--- src/sv/equal_width_histogram_top_assert.svh ---
// assertion macros for the equal-width histogram block
`ifndef EQUAL_WIDTH_HISTOGRAM_TOP_ASSERT_SVH
`define EQUAL_WIDTH_HISTOGRAM_TOP_ASSERT_SVH

// same-cycle implication, checked outside reset
`define EWH_ASSERT_NOW(lbl, ante, cons, msg) \
  lbl: assert property (@(posedge clk) disable iff (!rst_n) (ante) |-> (cons)) \
    else $error(msg);

// next-cycle implication, checked outside reset
`define EWH_ASSERT_NEXT(lbl, ante, cons, msg) \
  lbl: assert property (@(posedge clk) disable iff (!rst_n) (ante) |=> (cons)) \
    else $error(msg);

`endif

--- src/sv/ewh_pkg.sv ---
// shared types, codes and helpers for the equal-width histogram
package ewh_pkg;

  // field widths
  localparam int SAMPLE_W    = 32;
  localparam int WIDTH_W     = 31;
  localparam int CNT_W       = 32;
  localparam int KIND_W      = 2;
  localparam int BIN_INDEX_W = 5;
  localparam int CFG_IDX_W   = 2;
  localparam int DIV_STEPS   = 32;
  localparam int STEP_W      = $clog2(DIV_STEPS);

  // input word kinds
  localparam logic [KIND_W-1:0] KIND_SAMPLE  = 2'd0;
  localparam logic [KIND_W-1:0] KIND_MISSING = 2'd1;
  localparam logic [KIND_W-1:0] KIND_READOUT = 2'd2;

  // result entry kinds
  localparam logic [KIND_W-1:0] EK_BIN     = 2'd0;
  localparam logic [KIND_W-1:0] EK_MISSING = 2'd1;
  localparam logic [KIND_W-1:0] EK_EMPTY   = 2'd2;

  // configuration register indexes
  localparam logic [CFG_IDX_W-1:0] CFG_ORIGIN    = 2'd0;
  localparam logic [CFG_IDX_W-1:0] CFG_WIDTH     = 2'd1;
  localparam logic [CFG_IDX_W-1:0] CFG_MISS_LAST = 2'd2;

  // divider status towards the controller
  typedef struct packed {
    logic busy;
    logic done;
  } div_stat_t;

  // saturating increment of a counter
  function automatic logic [CNT_W-1:0] sat_inc(input logic [CNT_W-1:0] v);
    sat_inc = (&v) ? v : v + CNT_W'(1);
  endfunction

endpackage

--- src/sv/ewh_div.sv ---
// bit-serial restoring divider, one quotient bit per cycle
module ewh_div (
  input  logic                        clk,
  input  logic                        rst_n,
  input  logic                        start,
  input  logic [ewh_pkg::SAMPLE_W-1:0] dividend,
  input  logic [ewh_pkg::WIDTH_W-1:0]  divisor,
  output ewh_pkg::div_stat_t          stat,
  output logic [ewh_pkg::SAMPLE_W-1:0] quotient
);
  import ewh_pkg::*;

  logic [SAMPLE_W-1:0] dq_r, dq_nxt;
  logic [WIDTH_W-1:0]  rem_r, rem_nxt;
  logic [WIDTH_W-1:0]  dvs_r;
  logic [STEP_W-1:0]   step_r;
  logic                busy_r;
  logic                done_r;
  logic [WIDTH_W:0]    trial;
  logic [WIDTH_W:0]    trial_sub;
  logic                ge;

  // one trial subtraction per cycle
  assign trial     = {rem_r, dq_r[SAMPLE_W-1]};
  assign trial_sub = trial - {1'b0, dvs_r};
  assign ge        = (trial >= {1'b0, dvs_r});
  assign rem_nxt   = ge ? trial_sub[WIDTH_W-1:0] : trial[WIDTH_W-1:0];
  assign dq_nxt    = {dq_r[SAMPLE_W-2:0], ge};

  // control: step counter, busy and done pulse
  always_ff @(posedge clk) begin
    if (!rst_n) begin
      busy_r <= 1'b0;
      done_r <= 1'b0;
      step_r <= '0;
    end else begin
      done_r <= 1'b0;
      if (start) begin
        busy_r <= 1'b1;
        step_r <= '0;
      end else if (busy_r) begin
        step_r <= step_r + STEP_W'(1);
        if (step_r == STEP_W'(DIV_STEPS - 1)) begin
          busy_r <= 1'b0;
          done_r <= 1'b1;
        end
      end
    end
  end

  // datapath: dividend shifts out as the quotient shifts in
  always_ff @(posedge clk) begin
    if (start) begin
      dq_r  <= dividend;
      rem_r <= '0;
      dvs_r <= divisor;
    end else if (busy_r) begin
      dq_r  <= dq_nxt;
      rem_r <= rem_nxt;
    end
  end

  assign stat.busy = busy_r;
  assign stat.done = done_r;
  assign quotient  = dq_r;

endmodule

--- src/sv/ewh_bins.sv ---
// bin counter memory with per-entry valid bits for instant clearing
module ewh_bins #(
  parameter int NUM_BINS = 32
) (
  input  logic                       clk,
  input  logic                       rst_n,
  input  logic                       clr,
  input  logic                       rd_en,
  input  logic [$clog2(NUM_BINS)-1:0] rd_addr,
  output logic [ewh_pkg::CNT_W-1:0]  rd_data,
  input  logic                       wr_en,
  input  logic [$clog2(NUM_BINS)-1:0] wr_addr,
  input  logic [ewh_pkg::CNT_W-1:0]  wr_data
);
  import ewh_pkg::*;

  logic [CNT_W-1:0]    mem [NUM_BINS];
  logic [NUM_BINS-1:0] vld_r;
  logic [CNT_W-1:0]    rd_q_r;
  logic                rd_vld_r;

  // valid bits: an entry not yet written since the last clear reads as zero
  always_ff @(posedge clk) begin
    if (!rst_n) begin
      vld_r <= '0;
    end else if (clr) begin
      vld_r <= '0;
    end else if (wr_en) begin
      vld_r[wr_addr] <= 1'b1;
    end
  end

  // write port
  always_ff @(posedge clk) begin
    if (wr_en) begin
      mem[wr_addr] <= wr_data;
    end
  end

  // registered read port, holds until the next read
  always_ff @(posedge clk) begin
    if (rd_en) begin
      rd_q_r   <= mem[rd_addr];
      rd_vld_r <= vld_r[rd_addr];
    end
  end

  assign rd_data = rd_vld_r ? rd_q_r : '0;

endmodule

--- src/sv/equal_width_histogram_top.sv ---
// top level of the equal-width histogram over Q16.16 samples
// Usage:
//   Input channel (in_valid / in_stall): each word carries in_kind and in_sample.
//   A sample word is binned by floor((sample - origin) / width); samples below the
//   origin are dropped, bins past the last one go to the overflow counter.
//   A missing word bumps the missing counter; a readout word streams the bin
//   counts from bin 0 to the highest bin used, then the missing count when
//   missing_last is set (with neither, one empty entry), and then clears all counters.
//   Output channel (out_valid / out_stall): the entries of a readout, out_last on the
//   final entry, with the pre-clear totals on every entry.
//   A sample word is accepted, passes the 32 steps of the bit-serial divider, then
//   a read and a write of the counter memory; in_stall holds off the next word
//   until the block is idle again. A missing word is counted as it is accepted.
//   A readout reads and then emits each bin entry in turn, then any tail entry,
//   and waits while the output is stalled; when no bin was used it goes straight
//   to the tail entry.
//   The output register is loaded only when empty or being taken, so a stall
//   simply holds the current entry and pauses the readout.
//   Reset (rst_n low, synchronous) restores origin 0, width 1.0, missing_last 0
//   and clears all counters at once; the block is ready on the next cycle.
module equal_width_histogram_top #(
  parameter int NUM_BINS = 32
) (
  input  logic                             clk,
  input  logic                             rst_n,
  // configuration
  input  logic                             cfg_we,
  input  logic [ewh_pkg::CFG_IDX_W-1:0]    cfg_index,
  input  logic [ewh_pkg::SAMPLE_W-1:0]     cfg_data,
  // input channel
  input  logic                             in_valid,
  output logic                             in_stall,
  input  logic [ewh_pkg::KIND_W-1:0]       in_kind,
  input  logic signed [ewh_pkg::SAMPLE_W-1:0] in_sample,
  // output channel
  output logic                             out_valid,
  input  logic                             out_stall,
  output logic [ewh_pkg::KIND_W-1:0]       out_entry_kind,
  output logic [ewh_pkg::BIN_INDEX_W-1:0]  out_bin_index,
  output logic [ewh_pkg::CNT_W-1:0]        out_count,
  output logic [ewh_pkg::CNT_W-1:0]        out_missing_total,
  output logic [ewh_pkg::CNT_W-1:0]        out_overflow_total,
  output logic                             out_last
);
  import ewh_pkg::*;

  localparam int IDX_W = $clog2(NUM_BINS);

  // controller states
  localparam logic [2:0] ST_IDLE    = 3'd0;
  localparam logic [2:0] ST_DIV     = 3'd1;
  localparam logic [2:0] ST_UPD_WR  = 3'd2;
  localparam logic [2:0] ST_RO_RD   = 3'd3;
  localparam logic [2:0] ST_RO_EMIT = 3'd4;
  localparam logic [2:0] ST_RO_TAIL = 3'd5;

  // configuration registers
  logic signed [SAMPLE_W-1:0] origin_r;
  logic [WIDTH_W-1:0]         width_r;
  logic                       miss_last_r;

  // counters and control
  logic [2:0]       state_r, state_nxt;
  logic [CNT_W-1:0] miss_cnt_r, miss_cnt_nxt;
  logic [CNT_W-1:0] ovf_cnt_r, ovf_cnt_nxt;
  logic [IDX_W-1:0] highest_r, highest_nxt;
  logic             any_used_r, any_used_nxt;
  logic [IDX_W-1:0] idx_r, idx_nxt;

  // output register
  logic             out_valid_r, out_valid_nxt;
  logic [KIND_W-1:0] out_ek_r, out_ek_nxt;
  logic [IDX_W-1:0] out_idx_r, out_idx_nxt;
  logic [CNT_W-1:0] out_cnt_r, out_cnt_nxt;
  logic [CNT_W-1:0] out_miss_r, out_miss_nxt;
  logic [CNT_W-1:0] out_ovf_r, out_ovf_nxt;
  logic             out_last_r, out_last_nxt;

  // datapath signals
  logic                  in_acc;
  logic                  out_free;
  logic signed [SAMPLE_W:0] diff;
  logic [WIDTH_W-1:0]    divisor;
  logic                  div_start;
  div_stat_t             div_stat;
  logic [SAMPLE_W-1:0]   quot;
  logic                  bins_clr;
  logic                  bins_rd;
  logic [IDX_W-1:0]      bins_rd_addr;
  logic [CNT_W-1:0]      bins_rd_data;
  logic                  bins_wr;
  logic [IDX_W+BIN_INDEX_W-1:0] idx_ext;

  assign in_stall = (state_r != ST_IDLE);
  assign in_acc   = in_valid && !in_stall;
  assign out_free = !out_valid_r || !out_stall;

  // offset from the origin, negative means below it
  assign diff    = {in_sample[SAMPLE_W-1], in_sample} - {origin_r[SAMPLE_W-1], origin_r};
  assign divisor = (width_r == '0) ? WIDTH_W'(1) : width_r;

  ewh_div u_div (
    .clk      (clk),
    .rst_n    (rst_n),
    .start    (div_start),
    .dividend (diff[SAMPLE_W-1:0]),
    .divisor  (divisor),
    .stat     (div_stat),
    .quotient (quot)
  );

  ewh_bins #(.NUM_BINS(NUM_BINS)) u_bins (
    .clk     (clk),
    .rst_n   (rst_n),
    .clr     (bins_clr),
    .rd_en   (bins_rd),
    .rd_addr (bins_rd_addr),
    .rd_data (bins_rd_data),
    .wr_en   (bins_wr),
    .wr_addr (idx_r),
    .wr_data (sat_inc(bins_rd_data))
  );

  // configuration writes
  always_ff @(posedge clk) begin
    if (!rst_n) begin
      origin_r    <= '0;
      width_r     <= WIDTH_W'(65536);
      miss_last_r <= 1'b0;
    end else if (cfg_we) begin
      unique case (cfg_index)
        CFG_ORIGIN:    origin_r    <= cfg_data;
        CFG_WIDTH:     width_r     <= cfg_data[WIDTH_W-1:0];
        CFG_MISS_LAST: miss_last_r <= cfg_data[0];
        default: ;
      endcase
    end
  end

  // controller
  always_comb begin
    state_nxt     = state_r;
    miss_cnt_nxt  = miss_cnt_r;
    ovf_cnt_nxt   = ovf_cnt_r;
    highest_nxt   = highest_r;
    any_used_nxt  = any_used_r;
    idx_nxt       = idx_r;
    out_valid_nxt = out_valid_r && out_stall;
    out_ek_nxt    = out_ek_r;
    out_idx_nxt   = out_idx_r;
    out_cnt_nxt   = out_cnt_r;
    out_miss_nxt  = out_miss_r;
    out_ovf_nxt   = out_ovf_r;
    out_last_nxt  = out_last_r;
    div_start     = 1'b0;
    bins_clr      = 1'b0;
    bins_rd       = 1'b0;
    bins_rd_addr  = idx_r;
    bins_wr       = 1'b0;

    unique case (state_r)
      ST_IDLE: begin
        if (in_acc) begin
          unique case (in_kind)
            KIND_SAMPLE: begin
              if (!diff[SAMPLE_W]) begin
                div_start = 1'b1;
                state_nxt = ST_DIV;
              end
            end
            KIND_MISSING: begin
              miss_cnt_nxt = sat_inc(miss_cnt_r);
            end
            KIND_READOUT: begin
              idx_nxt   = '0;
              state_nxt = any_used_r ? ST_RO_RD : ST_RO_TAIL;
            end
            default: ;
          endcase
        end
      end

      // wait for the quotient, then fetch the bin or count an overflow
      ST_DIV: begin
        if (div_stat.done) begin
          if (quot >= SAMPLE_W'(NUM_BINS)) begin
            ovf_cnt_nxt = sat_inc(ovf_cnt_r);
            state_nxt   = ST_IDLE;
          end else begin
            bins_rd      = 1'b1;
            bins_rd_addr = quot[IDX_W-1:0];
            idx_nxt      = quot[IDX_W-1:0];
            state_nxt    = ST_UPD_WR;
          end
        end
      end

      // write back the incremented count
      ST_UPD_WR: begin
        bins_wr = 1'b1;
        if (!any_used_r || idx_r > highest_r) begin
          highest_nxt = idx_r;
        end
        any_used_nxt = 1'b1;
        state_nxt    = ST_IDLE;
      end

      ST_RO_RD: begin
        bins_rd   = 1'b1;
        state_nxt = ST_RO_EMIT;
      end

      // one bin entry per pass
      ST_RO_EMIT: begin
        if (out_free) begin
          out_valid_nxt = 1'b1;
          out_ek_nxt    = EK_BIN;
          out_idx_nxt   = idx_r;
          out_cnt_nxt   = bins_rd_data;
          out_miss_nxt  = miss_cnt_r;
          out_ovf_nxt   = ovf_cnt_r;
          out_last_nxt  = (idx_r == highest_r) && !miss_last_r;
          if (idx_r == highest_r) begin
            if (miss_last_r) begin
              state_nxt = ST_RO_TAIL;
            end else begin
              bins_clr     = 1'b1;
              miss_cnt_nxt = '0;
              ovf_cnt_nxt  = '0;
              highest_nxt  = '0;
              any_used_nxt = 1'b0;
              state_nxt    = ST_IDLE;
            end
          end else begin
            idx_nxt   = idx_r + IDX_W'(1);
            state_nxt = ST_RO_RD;
          end
        end
      end

      // missing entry or empty entry, then clear
      ST_RO_TAIL: begin
        if (out_free) begin
          out_valid_nxt = 1'b1;
          out_ek_nxt    = miss_last_r ? EK_MISSING : EK_EMPTY;
          out_idx_nxt   = '0;
          out_cnt_nxt   = miss_last_r ? miss_cnt_r : '0;
          out_miss_nxt  = miss_cnt_r;
          out_ovf_nxt   = ovf_cnt_r;
          out_last_nxt  = 1'b1;
          bins_clr      = 1'b1;
          miss_cnt_nxt  = '0;
          ovf_cnt_nxt   = '0;
          highest_nxt   = '0;
          any_used_nxt  = 1'b0;
          state_nxt     = ST_IDLE;
        end
      end

      default: begin
        state_nxt = ST_IDLE;
      end
    endcase
  end

  // control registers
  always_ff @(posedge clk) begin
    if (!rst_n) begin
      state_r     <= ST_IDLE;
      miss_cnt_r  <= '0;
      ovf_cnt_r   <= '0;
      highest_r   <= '0;
      any_used_r  <= 1'b0;
      idx_r       <= '0;
      out_valid_r <= 1'b0;
    end else begin
      state_r     <= state_nxt;
      miss_cnt_r  <= miss_cnt_nxt;
      ovf_cnt_r   <= ovf_cnt_nxt;
      highest_r   <= highest_nxt;
      any_used_r  <= any_used_nxt;
      idx_r       <= idx_nxt;
      out_valid_r <= out_valid_nxt;
    end
  end

  // output payload
  always_ff @(posedge clk) begin
    out_ek_r   <= out_ek_nxt;
    out_idx_r  <= out_idx_nxt;
    out_cnt_r  <= out_cnt_nxt;
    out_miss_r <= out_miss_nxt;
    out_ovf_r  <= out_ovf_nxt;
    out_last_r <= out_last_nxt;
  end

  // bin index narrowed to the port width
  assign idx_ext = {{BIN_INDEX_W{1'b0}}, out_idx_r};

  assign out_valid          = out_valid_r;
  assign out_entry_kind     = out_ek_r;
  assign out_bin_index      = idx_ext[BIN_INDEX_W-1:0];
  assign out_count          = out_cnt_r;
  assign out_missing_total  = out_miss_r;
  assign out_overflow_total = out_ovf_r;
  assign out_last           = out_last_r;

  // checks
  `include "equal_width_histogram_top_assert.svh"

  `EWH_ASSERT_NOW(a_div_active, state_r == ST_DIV,
                  div_stat.busy || div_stat.done, "divider idle while waited on")
  `EWH_ASSERT_NOW(a_done_in_div, div_stat.done, state_r == ST_DIV,
                  "quotient ready outside divide state")
  `EWH_ASSERT_NOW(a_highest_clear, !any_used_r, highest_r == '0,
                  "highest bin set with no bin used")
  `EWH_ASSERT_NEXT(a_readout_start, in_acc && in_kind == KIND_READOUT,
                   state_r == ST_RO_RD || state_r == ST_RO_TAIL, "readout did not start")

endmodule
--- config.mk ---
export PLATFORM = sky130hd
export DESIGN_NAME = equal_width_histogram_top
export DESIGN_NICKNAME = d
export VERILOG_FILES = /design/src/sv/ewh_pkg.sv /design/src/sv/ewh_div.sv /design/src/sv/ewh_bins.sv /design/src/sv/equal_width_histogram_top.sv
export VERILOG_INCLUDE_DIRS = /design/src /design/src/sv
export SDC_FILE = /design/constraint.sdc
export NUM_CORES = 2
export LEC_CHECK = 0
export BUFFER_PORTS_ARGS = -buffer_cell sky130_fd_sc_hd__buf_4
export CAP_MARGIN = 25
export CORE_MARGIN = 2
export CORE_UTILIZATION = 40
export CTS_CLUSTER_SIZE = 16
export DETAILED_ROUTE_END_ITERATION = 8
export SETUP_SLACK_MARGIN = 0.2
export SYNTH_ARGS = -nofsm -noshare
export SYNTH_HDL_FRONTEND = slang
export SYNTH_SLANG_ARGS = --single-unit
--- constraint.sdc ---
create_clock -name clk -period 4.6 [get_ports clk]
set_input_delay 0.92 -clock clk [delete_from_list [all_inputs] [get_ports clk]]
set_output_delay 0.92 -clock clk [all_outputs]
set_load 0.02 [all_outputs]
==> impl_metrics.csv <==
group,metric,value,unit
outcome,status,"finished clean",
routing,drt-initial-drc-count,4491,
routing,drtPass1Iterations,7,
worst_setup_path,worst_endpoint_data_arrival_time,4740,ps
synthesis,post_synth_main_area_contributors,"sky130_fd_sc_hd__edfxtp_1 (61%), sky130_fd_sc_hd__dfxtp_1 (7.0%), sky130_fd_sc_hd__nand2_1 (5.9%), sky130_fd_sc_hd__mux2i_1 (2.7%), sky130_fd_sc_hd__nand3_1 (2.0%)",
clock_tree,clkSlewWorstSetupHoldPaths,60,ps
synthesis,ys_ff_latch,1437,
final_layout,fin_nets,5337,
worst_setup_path,cp_cell_sequence,"nor4_1 -> nand4_1 -> nor4_4 -> buf_4 -> a31oi_1 -> nor2b_4 -> buf_4 -> a32oi_1 -> nand4_1",
floorplanning,floorplan.io_pins,179,
routing,via_count,41550,
worst_setup_path,timing.critical_path.slowest_cell_delay,770,ps
synthesis,mappedNetlistNets,5101,
final_layout,nFillCells,13310,
clock_tree,cts_resized,0,
worst_setup_path,worst-r2r-cell-count,9,
final_layout,utilization,47.04,%
sta,rsz0062_at_grt,"false",
synthesis,netlist.top_cell.by_area,"sky130_fd_sc_hd__edfxtp_1",
power_and_ir_drop,max-vdd-ir-drop,0.4033,mV
synthesis,mappedNetlistArea,60620,sq um
final_layout,fraction_of_final_layout_cells_sized_beyond_drive_strength_1,13.16,%
worst_setup_path,crit-reg2reg-capture,"u_bins.rd_vld_r$_DFFE_PP_",
synthesis,synth.yosys.warnings,0,
synthesis,avgSynthCellArea,12.25,sq um
sta,tightest_slew,1073,ps
worst_setup_path,crit_path_end_kind,"register",
job,maxCapViolCount,0,
sta,skew,53.14,ps
global_routing,wire_length_of_the_first_global_routing_pass,259.2,mm
power_and_ir_drop,total_power,28.92,mW
clock_tree,hold_fix_buffers_at_cts,0,
floorplanning,die_y,393.3,um
worst_setup_path,critical_path.startpoint_type,"register",
power_and_ir_drop,power_density,409.5,nW/um^2
floorplanning,width_of_the_chip,393.3,um
worst_setup_path,path_class,"reg2reg",
min_path,hold_path.startpoint,"cfg_data[16]",
worst_setup_path,worst_path_required,5190,ps
synthesis,synth.yosys.seq_area_share,67.67,%
final_layout,finalNonFillerCells,7321,
min_path,timing.hold.worst_path_depth,3,
sta,max_slew_margin,28.46,%
sta,fin_setup_tns,0,ps
sta,setup-violations-final,0,
floorplanning,placement_rows,142,
routing,finalWirelength,178.0,mm
sta,finalMaxSlewViolations,0,
synthesis,synth-simple-area-share,13.77,%
clock_tree,cts_tree,"built",
worst_setup_path,setup_slack_reg_to_reg,450,ps
final_layout,stdcell_area,70630,sq um
synthesis,synth_cell_types,75,
clock_tree,clock-sinks,1437,
global_routing,vias_in_the_first_global_route,39030,
clock_tree,insertion_delay,800,ps
final_layout,syn_to_final_growth,16.51,%
clock_tree,clock_tree.htree_level_count,4,
place,placed_cells_incl_taps,7040,
sta,hold-worst-slack,366.5,ps
synthesis,yosys.cell_count.top_type,"sky130_fd_sc_hd__edfxtp_1",
synthesis,yosys.area_share.xor_xnor,1.373,%
synthesis,postSynth.asyncResetShare,0,%
place,io_buffer_count,178,
clock_tree,post_cts_setup_buffer_count,0,
place,placed_area,65610,sq um
global_routing,initial_antenna_violation_count,6,
final_layout,area_taken_by_multi_input_logic_gates,18360,sq um
worst_setup_path,worst-path-max-fanout,18,
floorplanning,initial_core_util,40.38,%
sta,timing_hold_violations_final,0,
synthesis,synth.area.mux_share,2.774,%
global_routing,grt.total_usage,22.64,%
place,gp_routability_congestion,0.8852,
global_routing,grt_start_max_net_pins,105,
min_path,holdCritPathClass,"in2reg",
sta,layout_min_cycle_time,4150,ps
power_and_ir_drop,p_leak,24.50,nW
worst_setup_path,cp_slowest_cell,"sky130_fd_sc_hd__nor2b_4",
clock_tree,ctsRootBufferMaster,"sky130_fd_sc_hd__clkbuf_16",
clock_tree,cts_inserted_buffers,151,
final_layout,area_taken_by_flip_flops_and_latches,41020,sq um
place,total_half_perimeter_wirelength_after_legalization_and_detailed_placement,107.3,mm
routing,route.detailed.wl_per_inst,24.32,um
clock_tree,clock_buffer_depth,3,
routing,viasPerCell,5.676,
synthesis,compound_cell_area_share_of_the_yosys_netlist,9.866,%
synthesis,main_combinational_cell_family_by_area_after_synthesis,"simple AND/OR/NAND/NOR gates",
synthesis,synthAdderAreaFrac,1.655,%
global_routing,gr-total-overflow,0,
synthesis,post_synth_most_frequent_cells,"sky130_fd_sc_hd__edfxtp_1 (1224), sky130_fd_sc_hd__nand2_1 (952), sky130_fd_sc_hd__nand3_1 (247), sky130_fd_sc_hd__o21ai_0 (217)",
floorplanning,die_area,154700,sq um
floorplanning,core,150100,sq um
worst_setup_path,r2r-start,"u_div.quotient[31]$_DFFE_PP_",
sta,timing.final.ws_setup,450.0,ps
sta,layout_worst_path_cycle_share,90.22,%
synthesis,postSynthCellCount,4949,
synthesis,yosys.area.top_type_share,60.63,%
min_path,timing.hold.worst_endpoint,"width_r[16]$_SDFFE_PN1P_",
synthesis,synth_enable_flop_cells,1224,
synthesis,synth_ff_type,"sky130_fd_sc_hd__edfxtp_1",
routing,detail_route.drc_violations,0,
routing,antenna_left,0,
place,dp_worst_setup_slack,380.4,ps
sta,max_clock_freq,241.0,MHz
placed cells by master (no fill, tap or decap), types with 67 or more instances in the layout:
master,Yosys,final
sky130_fd_sc_hd__a31oi_1,160,158
sky130_fd_sc_hd__o21ai_0,217,216
sky130_fd_sc_hd__and2_1,97,94
sky130_fd_sc_hd__a211oi_1,76,76
sky130_fd_sc_hd__a221oi_1,67,67
sky130_fd_sc_hd__a21oi_1,141,141
sky130_fd_sc_hd__dfxtp_1,213,212
sky130_fd_sc_hd__nand2_1,952,952
sky130_fd_sc_hd__nand3_1,247,247
sky130_fd_sc_hd__edfxtp_1,1224,1224
sky130_fd_sc_hd__inv_1,101,99
sky130_fd_sc_hd__ha_1,77,77
sky130_fd_sc_hd__clkbuf_16,0,157
sky130_fd_sc_hd__buf_4,18,356
sky130_fd_sc_hd__nor2_1,213,178
sky130_fd_sc_hd__and3_1,97,97
sky130_fd_sc_hd__mux2i_1,162,160
cells by family after synthesis:
family                   count (synthesis)
adder cells (fa/ha/maj)                 79
buffers and inverters                  415
AND/OR/NAND/NOR                       1842
AO/OA/AOI/OAI                          914
flip-flops                            1437
XOR/XNOR                                95
multiplexers                           167
where the power goes:
group	internal, mW	total (mW)	switching (mW)
Clock	6.88	12.0	5.13
Sequential	14.2	14.4	0.166
Combinational	1.01	2.55	1.54
flip-flops by register name, summed over array words and instances (netlist names), 32 cells and up:
signal,cells
out_overflow_total,32
origin_r,32
out_missing_total,32
u_bins.mem,1024
u_div.quotient,32
miss_cnt_r,32
u_bins.rd_q_r,32
u_bins.vld_r,32
out_count,32
ovf_cnt_r,32
layout make-up:
type | instances | area share (%)
sequential | 1437 | 58.08
multi-input combinational | 3097 | 25.99
clock buffer | 207 | 5.898
timing repair buffer | 397 | 4.934
tap | 2016 | 3.571
clock inverter | 64 | 0.9815
inverter | 101 | 0.5368
antenna | 2 | 0.007086
critical path: cells and delay by family, from the launching register on:
family                 cells  cell delay [ps]
AND/OR/NAND/NOR            5             2190
buffers and inverters      2              860
flip-flops                 1              450
AO/OA/AOI/OAI              2              430
routing by layer:
layer / up-vias / global-route usage, % / wire, um
li1: 18770 / - / -
met2: 1695 / 36.78 / 83560
met4: 6 / 6.437 / 4451
met3: 275 / 4.070 / 14310
met1: 20800 / 31.08 / 75660
met5: - / 0 / 39
worst max path at each step:
| stage | from | cells past startpoint | to | slack, ps |
|---|---|---|---|---|
| after global routing | u_div.quotient[26]$_DFFE_PP_ | 9 | u_bins.rd_q_r[18]$_DFFE_PP_ | 250 |
| after floorplan | u_bins.rd_vld_r$_DFFE_PP_ | 13 | u_bins.mem[0][15]$_DFFE_PP_ | 310 |
| final | u_div.quotient[31]$_DFFE_PP_ | 9 | u_bins.rd_vld_r$_DFFE_PP_ | 450 |
| after global placement | u_div.quotient[31]$_DFFE_PP_ | 12 | u_bins.rd_q_r[19]$_DFFE_PP_ | 380 |
| after CTS | u_div.quotient[31]$_DFFE_PP_ | 12 | u_bins.rd_q_r[19]$_DFFE_PP_ | 370 |
| after detailed placement | u_div.quotient[31]$_DFFE_PP_ | 12 | u_bins.rd_q_r[19]$_DFFE_PP_ | 380 |
No activity file was read; power rests on OpenSTA's default activity.
